### src/rtl/qshe_pkg.sv
// Shared types and constants for the QUIC stream header encoder.
package qshe_pkg;

	localparam int unsigned VAL_W   = 62;
	localparam int unsigned SIZE_W  = 14;
	localparam int unsigned SPACE_W = 16;
	localparam int unsigned LEN_W   = 5;
	localparam int unsigned QDEPTH  = 4;
	localparam int unsigned QPTR_W  = $clog2(QDEPTH);
	localparam int unsigned QCNT_W  = $clog2(QDEPTH + 1);

	localparam logic [7:0]  TYPE_BASE   = 8'h0a;
	localparam logic [7:0]  TYPE_OFFSET = 8'h04;
	localparam logic [15:0] LEN_PREFIX  = 16'h4000;
	localparam logic [SPACE_W-1:0] MIN_SPACE = SPACE_W'(1 + 8 + 8 + 8 + 1);

	// back end field phases
	localparam logic [1:0] PH_SID  = 2'd0;
	localparam logic [1:0] PH_OFF  = 2'd1;
	localparam logic [1:0] PH_LEN0 = 2'd2;
	localparam logic [1:0] PH_LEN1 = 2'd3;

	// classified request: varints left-aligned with prefix, varint byte counts minus one
	typedef struct packed {
		logic        fail;
		logic [7:0]  type_byte;
		logic [63:0] sid_al;
		logic [2:0]  sid_last;
		logic        has_off;
		logic [63:0] off_al;
		logic [2:0]  off_last;
		logic [15:0] len_word;
		logic [LEN_W-1:0] total;
	} qshe_desc_t;

	typedef struct packed {
		logic       push;
		qshe_desc_t desc;
	} qshe_push_t;

	typedef struct packed {
		logic full;
		logic empty;
	} qshe_qstat_t;

	// varint size code: bytes minus one (0, 1, 3, 7)
	function automatic logic [2:0] varint_last(input logic [VAL_W-1:0] v);
		logic [2:0] r;
		if (v[VAL_W-1:6] == '0)
			r = 3'd0;
		else if (v[VAL_W-1:14] == '0)
			r = 3'd1;
		else if (v[VAL_W-1:30] == '0)
			r = 3'd3;
		else
			r = 3'd7;
		return r;
	endfunction

	function automatic logic [63:0] varint_align(input logic [VAL_W-1:0] v,
		input logic [2:0] last);
		logic [63:0] r;
		case (last)
			3'd0: r = {2'b00, v[5:0], 56'd0};
			3'd1: r = {2'b01, v[13:0], 48'd0};
			3'd3: r = {2'b10, v[29:0], 32'd0};
			default: r = {2'b11, v[61:0]};
		endcase
		return r;
	endfunction

endpackage

### src/rtl/qshe_if.sv
// Request and header-byte channel interfaces.
interface qshe_req_if import qshe_pkg::*; ();
	logic               valid;
	logic               ready;
	logic [VAL_W-1:0]   stream_ident;
	logic [VAL_W-1:0]   stream_offset;
	logic [SIZE_W-1:0]  payload_size;
	logic               fin_flag;
	logic [SPACE_W-1:0] space_available;

	modport source (output valid, stream_ident, stream_offset, payload_size, fin_flag,
		space_available, input ready);
	modport sink (input valid, stream_ident, stream_offset, payload_size, fin_flag,
		space_available, output ready);
endinterface

interface qshe_hdr_if import qshe_pkg::*; ();
	logic             valid;
	logic             ready;
	logic [7:0]       header_byte;
	logic             last_byte;
	logic             encode_failed;
	logic [LEN_W-1:0] header_length;

	modport source (output valid, header_byte, last_byte, encode_failed, header_length,
		input ready);
	modport sink (input valid, header_byte, last_byte, encode_failed, header_length,
		output ready);
endinterface

### src/rtl/qshe_front.sv
// Front end: accepts requests and classifies them into descriptors.
module qshe_front import qshe_pkg::*; (
	qshe_req_if.sink   req,
	input  qshe_qstat_t qst,
	output qshe_push_t  wr
);

	logic [2:0] sid_last, off_last;
	logic       has_off;
	logic [LEN_W-1:0] off_bytes;

	assign sid_last  = varint_last(req.stream_ident);
	assign off_last  = varint_last(req.stream_offset);
	assign has_off   = (req.stream_offset != '0);
	assign off_bytes = has_off ? LEN_W'(off_last) + LEN_W'(1) : '0;

	assign req.ready = !qst.full;

	always_comb begin
		wr.push           = req.valid && !qst.full;
		wr.desc.fail      = (req.space_available < MIN_SPACE);
		wr.desc.type_byte = TYPE_BASE | (has_off ? TYPE_OFFSET : 8'd0)
			| {7'd0, req.fin_flag};
		wr.desc.sid_al    = varint_align(req.stream_ident, sid_last);
		wr.desc.sid_last  = sid_last;
		wr.desc.has_off   = has_off;
		wr.desc.off_al    = varint_align(req.stream_offset, off_last);
		wr.desc.off_last  = off_last;
		wr.desc.len_word  = LEN_PREFIX | {2'b00, req.payload_size};
		wr.desc.total     = LEN_W'(4) + LEN_W'(sid_last) + off_bytes;
	end

endmodule

### src/rtl/qshe_queue.sv
// Descriptor queue between front and back ends.
module qshe_queue import qshe_pkg::*; (
	input  logic        clk,
	input  logic        arst_n,
	input  qshe_push_t  wr,
	input  logic        pop,
	output qshe_qstat_t qst,
	output qshe_desc_t  rdata
);

	qshe_desc_t        mem_q [QDEPTH];
	logic [QPTR_W-1:0] wr_ptr_q, rd_ptr_q;
	logic [QCNT_W-1:0] cnt_q;
	logic              do_push, do_pop;

	assign qst.full  = (cnt_q == QCNT_W'(QDEPTH));
	assign qst.empty = (cnt_q == '0);
	assign do_push   = wr.push && !qst.full;
	assign do_pop    = pop && !qst.empty;
	assign rdata     = mem_q[rd_ptr_q];

	always_ff @(posedge clk) begin
		if (do_push)
			mem_q[wr_ptr_q] <= wr.desc;
	end

	always_ff @(posedge clk or negedge arst_n) begin
		if (!arst_n) begin
			wr_ptr_q <= '0;
			rd_ptr_q <= '0;
			cnt_q    <= '0;
		end else begin
			if (do_push)
				wr_ptr_q <= wr_ptr_q + QPTR_W'(1);
			if (do_pop)
				rd_ptr_q <= rd_ptr_q + QPTR_W'(1);
			if (do_push && !do_pop)
				cnt_q <= cnt_q + QCNT_W'(1);
			else if (do_pop && !do_push)
				cnt_q <= cnt_q - QCNT_W'(1);
		end
	end

	a_cnt_range: assert property (@(posedge clk) disable iff (!arst_n)
		cnt_q <= QCNT_W'(QDEPTH))
		else $error("queue count out of range");
	a_ptr_gap: assert property (@(posedge clk) disable iff (!arst_n)
		(cnt_q != QCNT_W'(QDEPTH) && cnt_q != '0) |-> wr_ptr_q != rd_ptr_q)
		else $error("queue pointers collide while partly full");
	a_pop_empty: assert property (@(posedge clk) disable iff (!arst_n)
		qst.empty |=> $past(cnt_q) == cnt_q || do_push || $past(do_push))
		else $error("queue count moved while empty");

endmodule

### src/rtl/qshe_back.sv
// Back end: serializes descriptors into header beats.
module qshe_back import qshe_pkg::*; (
	input  logic        clk,
	input  logic        arst_n,
	input  qshe_qstat_t qst,
	input  qshe_desc_t  rdata,
	output logic        pop,
	qshe_hdr_if.source  hdr
);

	logic             busy_q;
	logic [1:0]       phase_q;
	logic [2:0]       cnt_q;
	logic [63:0]      sh_q;
	logic [63:0]      off_q;
	logic [2:0]       off_last_q;
	logic             has_off_q;
	logic [15:0]      len_q;
	logic [LEN_W-1:0] tot_q;

	logic             ov_q;
	logic [7:0]       byte_q;
	logic             last_q;
	logic             fail_q;
	logic [LEN_W-1:0] hlen_q;

	logic adv;

	assign adv = !ov_q || hdr.ready;
	assign pop = adv && !busy_q && !qst.empty;

	assign hdr.valid         = ov_q;
	assign hdr.header_byte   = byte_q;
	assign hdr.last_byte     = last_q;
	assign hdr.encode_failed = fail_q;
	assign hdr.header_length = hlen_q;

	always_ff @(posedge clk or negedge arst_n) begin
		if (!arst_n) begin
			busy_q  <= 1'b0;
			phase_q <= PH_SID;
			ov_q    <= 1'b0;
		end else if (adv) begin
			ov_q <= busy_q || !qst.empty;
			if (!busy_q) begin
				if (!qst.empty && !rdata.fail) begin
					busy_q  <= 1'b1;
					phase_q <= PH_SID;
				end
			end else begin
				case (phase_q)
					PH_SID: begin
						if (cnt_q == '0)
							phase_q <= has_off_q ? PH_OFF : PH_LEN0;
					end
					PH_OFF: begin
						if (cnt_q == '0)
							phase_q <= PH_LEN0;
					end
					PH_LEN0: phase_q <= PH_LEN1;
					PH_LEN1: busy_q <= 1'b0;
					default: busy_q <= 1'b0;
				endcase
			end
		end
	end

	always_ff @(posedge clk) begin
		if (adv) begin
			if (!busy_q) begin
				byte_q     <= rdata.fail ? 8'd0 : rdata.type_byte;
				last_q     <= rdata.fail;
				fail_q     <= rdata.fail;
				hlen_q     <= '0;
				sh_q       <= rdata.sid_al;
				cnt_q      <= rdata.sid_last;
				off_q      <= rdata.off_al;
				off_last_q <= rdata.off_last;
				has_off_q  <= rdata.has_off;
				len_q      <= rdata.len_word;
				tot_q      <= rdata.total;
			end else begin
				fail_q <= 1'b0;
				case (phase_q)
					PH_SID, PH_OFF: begin
						byte_q <= sh_q[63:56];
						last_q <= 1'b0;
						hlen_q <= '0;
						if (cnt_q == '0 && phase_q == PH_SID && has_off_q) begin
							sh_q  <= off_q;
							cnt_q <= off_last_q;
						end else begin
							sh_q  <= {sh_q[55:0], 8'd0};
							cnt_q <= cnt_q - 3'd1;
						end
					end
					PH_LEN0: begin
						byte_q <= len_q[15:8];
						last_q <= 1'b0;
						hlen_q <= '0;
					end
					default: begin
						byte_q <= len_q[7:0];
						last_q <= 1'b1;
						hlen_q <= tot_q;
					end
				endcase
			end
		end
	end

	a_fail_single: assert property (@(posedge clk) disable iff (!arst_n)
		hdr.valid && hdr.encode_failed |-> hdr.last_byte && hdr.header_length == '0
		&& hdr.header_byte == 8'd0)
		else $error("failure beat malformed");
	a_len_on_last: assert property (@(posedge clk) disable iff (!arst_n)
		hdr.valid && !hdr.last_byte |-> hdr.header_length == '0)
		else $error("header length on non-final beat");
	a_len_range: assert property (@(posedge clk) disable iff (!arst_n)
		hdr.valid && hdr.last_byte && !hdr.encode_failed |->
		hdr.header_length >= LEN_W'(4) && hdr.header_length <= LEN_W'(19))
		else $error("header length out of range");
	a_len1_last: assert property (@(posedge clk) disable iff (!arst_n)
		busy_q && phase_q == PH_LEN1 && adv |=> hdr.valid && hdr.last_byte)
		else $error("final length byte not marked last");

endmodule

### src/rtl/quic_stream_header_encoder.sv
// Top level of the QUIC STREAM frame header encoder.
//
//  channel | dir | beat
//  req     | in  | stream_ident, stream_offset, payload_size, fin_flag, space_available
//  hdr     | out | header_byte, last_byte, encode_failed, header_length
//
// One request gives 4 to 19 header beats (or one failure beat), one beat per cycle while
// hdr.ready is high, from the back-end serializer; consecutive requests run with no gap.
// Requests enter through a 4-entry descriptor queue; req.ready drops only when it is full.
// hdr.ready low holds the output register and stalls the serializer only.
// Reset clears queue pointers, serializer state and output valid.
module quic_stream_header_encoder import qshe_pkg::*; (
	input  logic       clk,
	input  logic       arst_n,
	qshe_req_if.sink   req,
	qshe_hdr_if.source hdr
);

	qshe_push_t  wr;
	qshe_qstat_t qst;
	qshe_desc_t  rdata;
	logic        pop;

	qshe_front u_front (
		.req (req),
		.qst (qst),
		.wr  (wr)
	);

	qshe_queue u_queue (
		.clk    (clk),
		.arst_n (arst_n),
		.wr     (wr),
		.pop    (pop),
		.qst    (qst),
		.rdata  (rdata)
	);

	qshe_back u_back (
		.clk    (clk),
		.arst_n (arst_n),
		.qst    (qst),
		.rdata  (rdata),
		.pop    (pop),
		.hdr    (hdr)
	);

endmodule

### src/flat_wrapper.sv
// flat-port wrapper written by rule: the top's interface ports become plain ports
module quic_stream_header_encoder_flat import qshe_pkg::*;
  (clk, arst_n, req_valid, req_stream_ident, req_stream_offset, req_payload_size, req_fin_flag, req_space_available, req_ready, hdr_valid, hdr_header_byte, hdr_last_byte, hdr_encode_failed, hdr_header_length, hdr_ready);
  qshe_req_if req_i ();
  qshe_hdr_if hdr_i ();
  input  logic clk;
  input  logic arst_n;
  input wire logic [$bits(req_i.valid)-1:0] req_valid;
  input wire logic [$bits(req_i.stream_ident)-1:0] req_stream_ident;
  input wire logic [$bits(req_i.stream_offset)-1:0] req_stream_offset;
  input wire logic [$bits(req_i.payload_size)-1:0] req_payload_size;
  input wire logic [$bits(req_i.fin_flag)-1:0] req_fin_flag;
  input wire logic [$bits(req_i.space_available)-1:0] req_space_available;
  output wire logic [$bits(req_i.ready)-1:0] req_ready;
  output wire logic [$bits(hdr_i.valid)-1:0] hdr_valid;
  output wire logic [$bits(hdr_i.header_byte)-1:0] hdr_header_byte;
  output wire logic [$bits(hdr_i.last_byte)-1:0] hdr_last_byte;
  output wire logic [$bits(hdr_i.encode_failed)-1:0] hdr_encode_failed;
  output wire logic [$bits(hdr_i.header_length)-1:0] hdr_header_length;
  input wire logic [$bits(hdr_i.ready)-1:0] hdr_ready;
  assign req_i.valid = req_valid;
  assign req_i.stream_ident = req_stream_ident;
  assign req_i.stream_offset = req_stream_offset;
  assign req_i.payload_size = req_payload_size;
  assign req_i.fin_flag = req_fin_flag;
  assign req_i.space_available = req_space_available;
  assign req_ready = req_i.ready;
  assign hdr_valid = hdr_i.valid;
  assign hdr_header_byte = hdr_i.header_byte;
  assign hdr_last_byte = hdr_i.last_byte;
  assign hdr_encode_failed = hdr_i.encode_failed;
  assign hdr_header_length = hdr_i.header_length;
  assign hdr_i.ready = hdr_ready;
  quic_stream_header_encoder u_core (.clk(clk), .arst_n(arst_n), .req(req_i), .hdr(hdr_i));
endmodule
### config.mk
export PLATFORM = sky130hd
export DESIGN_NAME = quic_stream_header_encoder_flat
export DESIGN_NICKNAME = d
export VERILOG_FILES = /design/src/rtl/qshe_pkg.sv /design/src/rtl/qshe_if.sv /design/src/rtl/qshe_front.sv /design/src/rtl/qshe_queue.sv /design/src/rtl/qshe_back.sv /design/src/rtl/quic_stream_header_encoder.sv /design/src/flat_wrapper.sv
export SDC_FILE = /design/constraint.sdc
export NUM_CORES = 1
export LEC_CHECK = 0
export BUFFER_PORTS_ARGS = -buffer_cell sky130_fd_sc_hd__buf_2
export CAP_MARGIN = 10
export CORE_AREA = 5 5 330 332
export CTS_BUF_LIST = sky130_fd_sc_hd__clkbuf_4 sky130_fd_sc_hd__clkbuf_8 sky130_fd_sc_hd__clkbuf_16
export CTS_CLUSTER_DIAMETER = 100
export CTS_CLUSTER_SIZE = 40
export DETAILED_ROUTE_END_ITERATION = 10
export DIE_AREA = 0 0 335 337
export MAX_ROUTING_LAYER = met4
export PLACE_DENSITY = 0.57
export SLEW_MARGIN = 20
export SYNTH_ARGS = -nofsm -noshare
export SYNTH_HDL_FRONTEND = slang
export SYNTH_HIERARCHICAL = 1
export SYNTH_SLANG_ARGS = --single-unit
export TNS_END_PERCENT = 50
### constraint.sdc
create_clock -name clk -period 6.65 [get_ports clk]
set_clock_uncertainty 0.15 [all_clocks]
set_input_delay 1.6625 -clock clk [delete_from_list [all_inputs] [get_ports clk]]
set_output_delay 1.6625 -clock clk [all_outputs]
set_load 0.03 [all_outputs]
==> impl_results.md <==
* Outcome: finished clean
* Dpl hpwl at 51,140 µm
* Cell accounting for the most synthesized area: edfxtp_1
* Yosys cell types at 51
* Prevailing post-synth register cell: edfxtp_1
* H-tree depth at 1
* Unrepaired setup endpoints after global routing: no
* Largest net degree at the start of global routing at 155
* Vias in the first global route at 16.38k
* Rel. slew slack at 26.67%
* Remaining antenna violation count at 0
* Fin. Hold Viols at 0
* Fin crit share at 69.27%
* Share of flip-flops with an asynchronous set or reset at 1.306%
* Initial Utilization at 31.57%
* First-pass GRT wire length at 112,700 µm
* Number of buffers created by CTS at 26
* Area of the multi-input gates at 7398 µm²
* Clk Latency, worst-skew pair at 630 ps
* WL final at 76,880 µm
* Combinational share of power at 28.5%
* Top post-synthesis cells by count: edfxtp_1 (831), mux4_2 (165), a21oi_1 (73)
* Worst path max stage delay at 640 ps
* Average cell area after synthesis at 19.66 µm²
* Clk pwr share at 16.3%
* Syn Inst Count at 1,702
* Highest routed layer: met4
* CTS tree: yes
* Leak at 11.79 nW
* Fin util at 34.46%
* Crit-path max FO at 43
* TNS Setup at 0 ps
* Share of the synthesized area in the top cell type at 74.56%
* I/O Pins at 176
* Setup bufs post-CTS at 0
* Crit path capture type: flip-flop
* CP arrival at 4890 ps
* CP max-delay cell: or3_1
* Max-cap violations at 0
* Global route total overflow at 0
* Post-CTS sizing at 0
* Startpoint Class: input pin
* Port-buffer cells at 174
* Setup violations, final at 0
* Post-CTS Hold Buffers at 0
* Initial antenna violation count at 5
* Synth top area cells: edfxtp_1 (75%), mux4_2 (11%), mux2i_1 (1.9%), and2_1 (1.3%), a21oi_1 (1.1%)
* Fmax at 217.1 MHz
* Area of the core at 106,000 µm²
* Vias/cell at 5.015
* WHS Path Cells at 1
* VDD IR max at 438.2 µV
* Post-synth EDFFs at 831
* Routed WL per cell at 23.77 µm
* Slew of the pin with the lowest slew margin at 1100 ps
* Count leader, synth: edfxtp_1
* Fill cell count at 9,947
* Area grow syn2layout at 9.159%
* Reg area at 25,240 µm²
* Synth warn at 6
* Tot GR Track Use at 13.62%
* Pins Over Slew Limit at 0
* Die height at 337 µm
* Hold WC Path Type: flip-flop to flip-flop
* Full die area at 112,900 µm²
* Routed via count at 16.22k
* Switching Share at 30.67%
* WS Path Type: input pin to flip-flop
* Post-Syn Area at 33,470 µm²
* WP data required at 6930 ps
* Clock sink count at 842
* CTS clk-pin slew, worst paths at 130 ps
* Int Power at 9.789 mW
* Layout cells sized above 1 at 23.85%
* Pre-Repair DR Iteration Count at 5
* Final min period at 4607 ps
* GPL Wtd Cong at 0.8442
* Final #Nets at 1,994
* Psw at 4.330 mW
* DRC at 0
* Pwr Density at 386.5 nW/µm²
* Crit path cell chain: buf_2 -> nor4_1 -> and4_1 -> and2_1 -> inv_2 -> buf_4 -> or3_1 -> ha_1 -> ha_1 -> fa_1 -> xor2_1
* DR WL met3 at 4029 µm
* Met2 wire len at 37,210 µm
* Iteration-0 DRC Markers at 1,588
* #FFs+latches synth at 842
* Reg power frac at 55.2%
* CTS root buf: clkbuf_16
* Most used cell, CP: ha_1
* Wl on met1 at 33,430 µm
* R2R depth at 5
* Post-synthesis sequential area ratio at 75.39%
* Die width at 335 µm
* # rows at 120
* Clock tree buffer depth at 3
[layer usage]
metal	track usage, %	vias to the layer above
li1	-	7024
met1	18.95	8636
met2	21.68	477
met3	1.253	80
met4	3.831	0
met5	-	-
[per-stage QoR]
| stage | total power, mW | instances | area, µm² | setup WS, ps | hold WS (ps) |
|---|---|---|---|---|---|
| floorplan | 10.74 | 1708 | 33490 | 135.1 | 297.1 |
| global placement | 11.97 | 3189 | 35700 | 1490 | 318.5 |
| detailed placement | 12.04 | 3189 | 35700 | 1466 | 330.7 |
| CTS | 14.31 | 3231 | 36530 | 2134 | 351.1 |
| global route | 14.81 | 3234 | 36530 | 1846 | 362.5 |
| finish | 14.12 | 3234 | 36530 | 2043 | 348.3 |
[worst max-delay path: cells and delay by family]
family / cells / cell delay (ps)
xor gates and xnor gates: 1 / 310
and+or+nand+nor: 4 / 1520
buffers and inverters: 3 / 470
adders and majority gates: 3 / 900
[cells in the final DEF (no fill, tap or decap), types with 19 or more instances in the layout]
cell type and count:
inv_1 34, nand2_1 42, mux4_2 165, and2_1 63, mux2i_1 62, nor2_1 69
a21oi_1 73, buf_2 174, nor4_1 28, clkbuf_16 26, edfxtp_1 831, ha_1 19
[logic make-up after synthesis]
| group | Yosys count | share of synthesized area [%] |
|---|---|---|
| other | 2 | 0.02244 |
| adder cells (fa/ha/maj) | 21 | 0.8300 |
| AND/OR/NAND/NOR | 250 | 3.884 |
| AO/OA/AOI/OAI | 178 | 3.428 |
| XOR/XNOR | 8 | 0.2093 |
| buffers and inverters | 156 | 2.677 |
| flip-flops | 842 | 75.39 |
| multiplexers | 245 | 13.56 |
[state kept, by name, indices dropped and copies added, names as in the netlist]
signal,count
u_core/u_back/sh_q,64
u_core/u_queue/rd_ptr_q,2
u_core/u_back/tot_q,5
u_core/u_back/hdr.header_length,5
u_core/u_back/busy_q,1
u_core/u_back/cnt_q,3
u_core/u_back/off_q,64
u_core/u_back/phase_q,2
u_core/u_back/hdr.header_byte,8
u_core/u_queue/cnt_q,3
u_core/u_back/off_last_q,3
u_core/u_back/len_q,16
u_core/u_queue/mem_q,660
u_core/u_back/hdr.encode_failed,1
u_core/u_back/has_off_q,1
u_core/u_back/hdr.last_byte,1
u_core/u_queue/wr_ptr_q,2
u_core/u_back/hdr.valid,1
[worst paths after layout]
kind | start | slack (ps) | to
min in group asynchronous | arst_n | 740 | u_core/u_back/phase_q[1]
setup reg to reg | u_core/u_queue/cnt_q[2] | 3560 | u_core/u_queue/mem_q[2][130]
max in group asynchronous | arst_n | 5340 | u_core/u_queue/rd_ptr_q[1]
hold / removal | u_core/u_queue/cnt_q[2] | 350 | u_core/u_queue/cnt_q[2]
hold reg to reg | u_core/u_queue/cnt_q[2] | 350 | u_core/u_queue/cnt_q[2]
setup / recovery | req_stream_ident[30] | 2040 | u_core/u_queue/mem_q[3][3]
[power by group through the flow]
stage | logic [mW] | registers [mW] | clock network [mW]
after detailed placement | 4.09 | 7.95 | 0
after floorplan | 2.82 | 7.92 | 0
after CTS | 4.11 | 7.83 | 2.38
final | 4.02 | 7.80 | 2.30
after global placement | 4.07 | 7.89 | 0
after global routing | 4.33 | 7.92 | 2.56
[final cells by class]
class,count,share of cell area (%)
antenna,3,0.02055
clock buffer,35,1.966
clock inverter,7,0.3014
inverter,35,0.3596
multi-input combinational,710,20.25
sequential,842,69.09
tap,1403,4.805
timing repair buffer,199,3.206
Note: power is estimated with default switching activity, not from simulation.
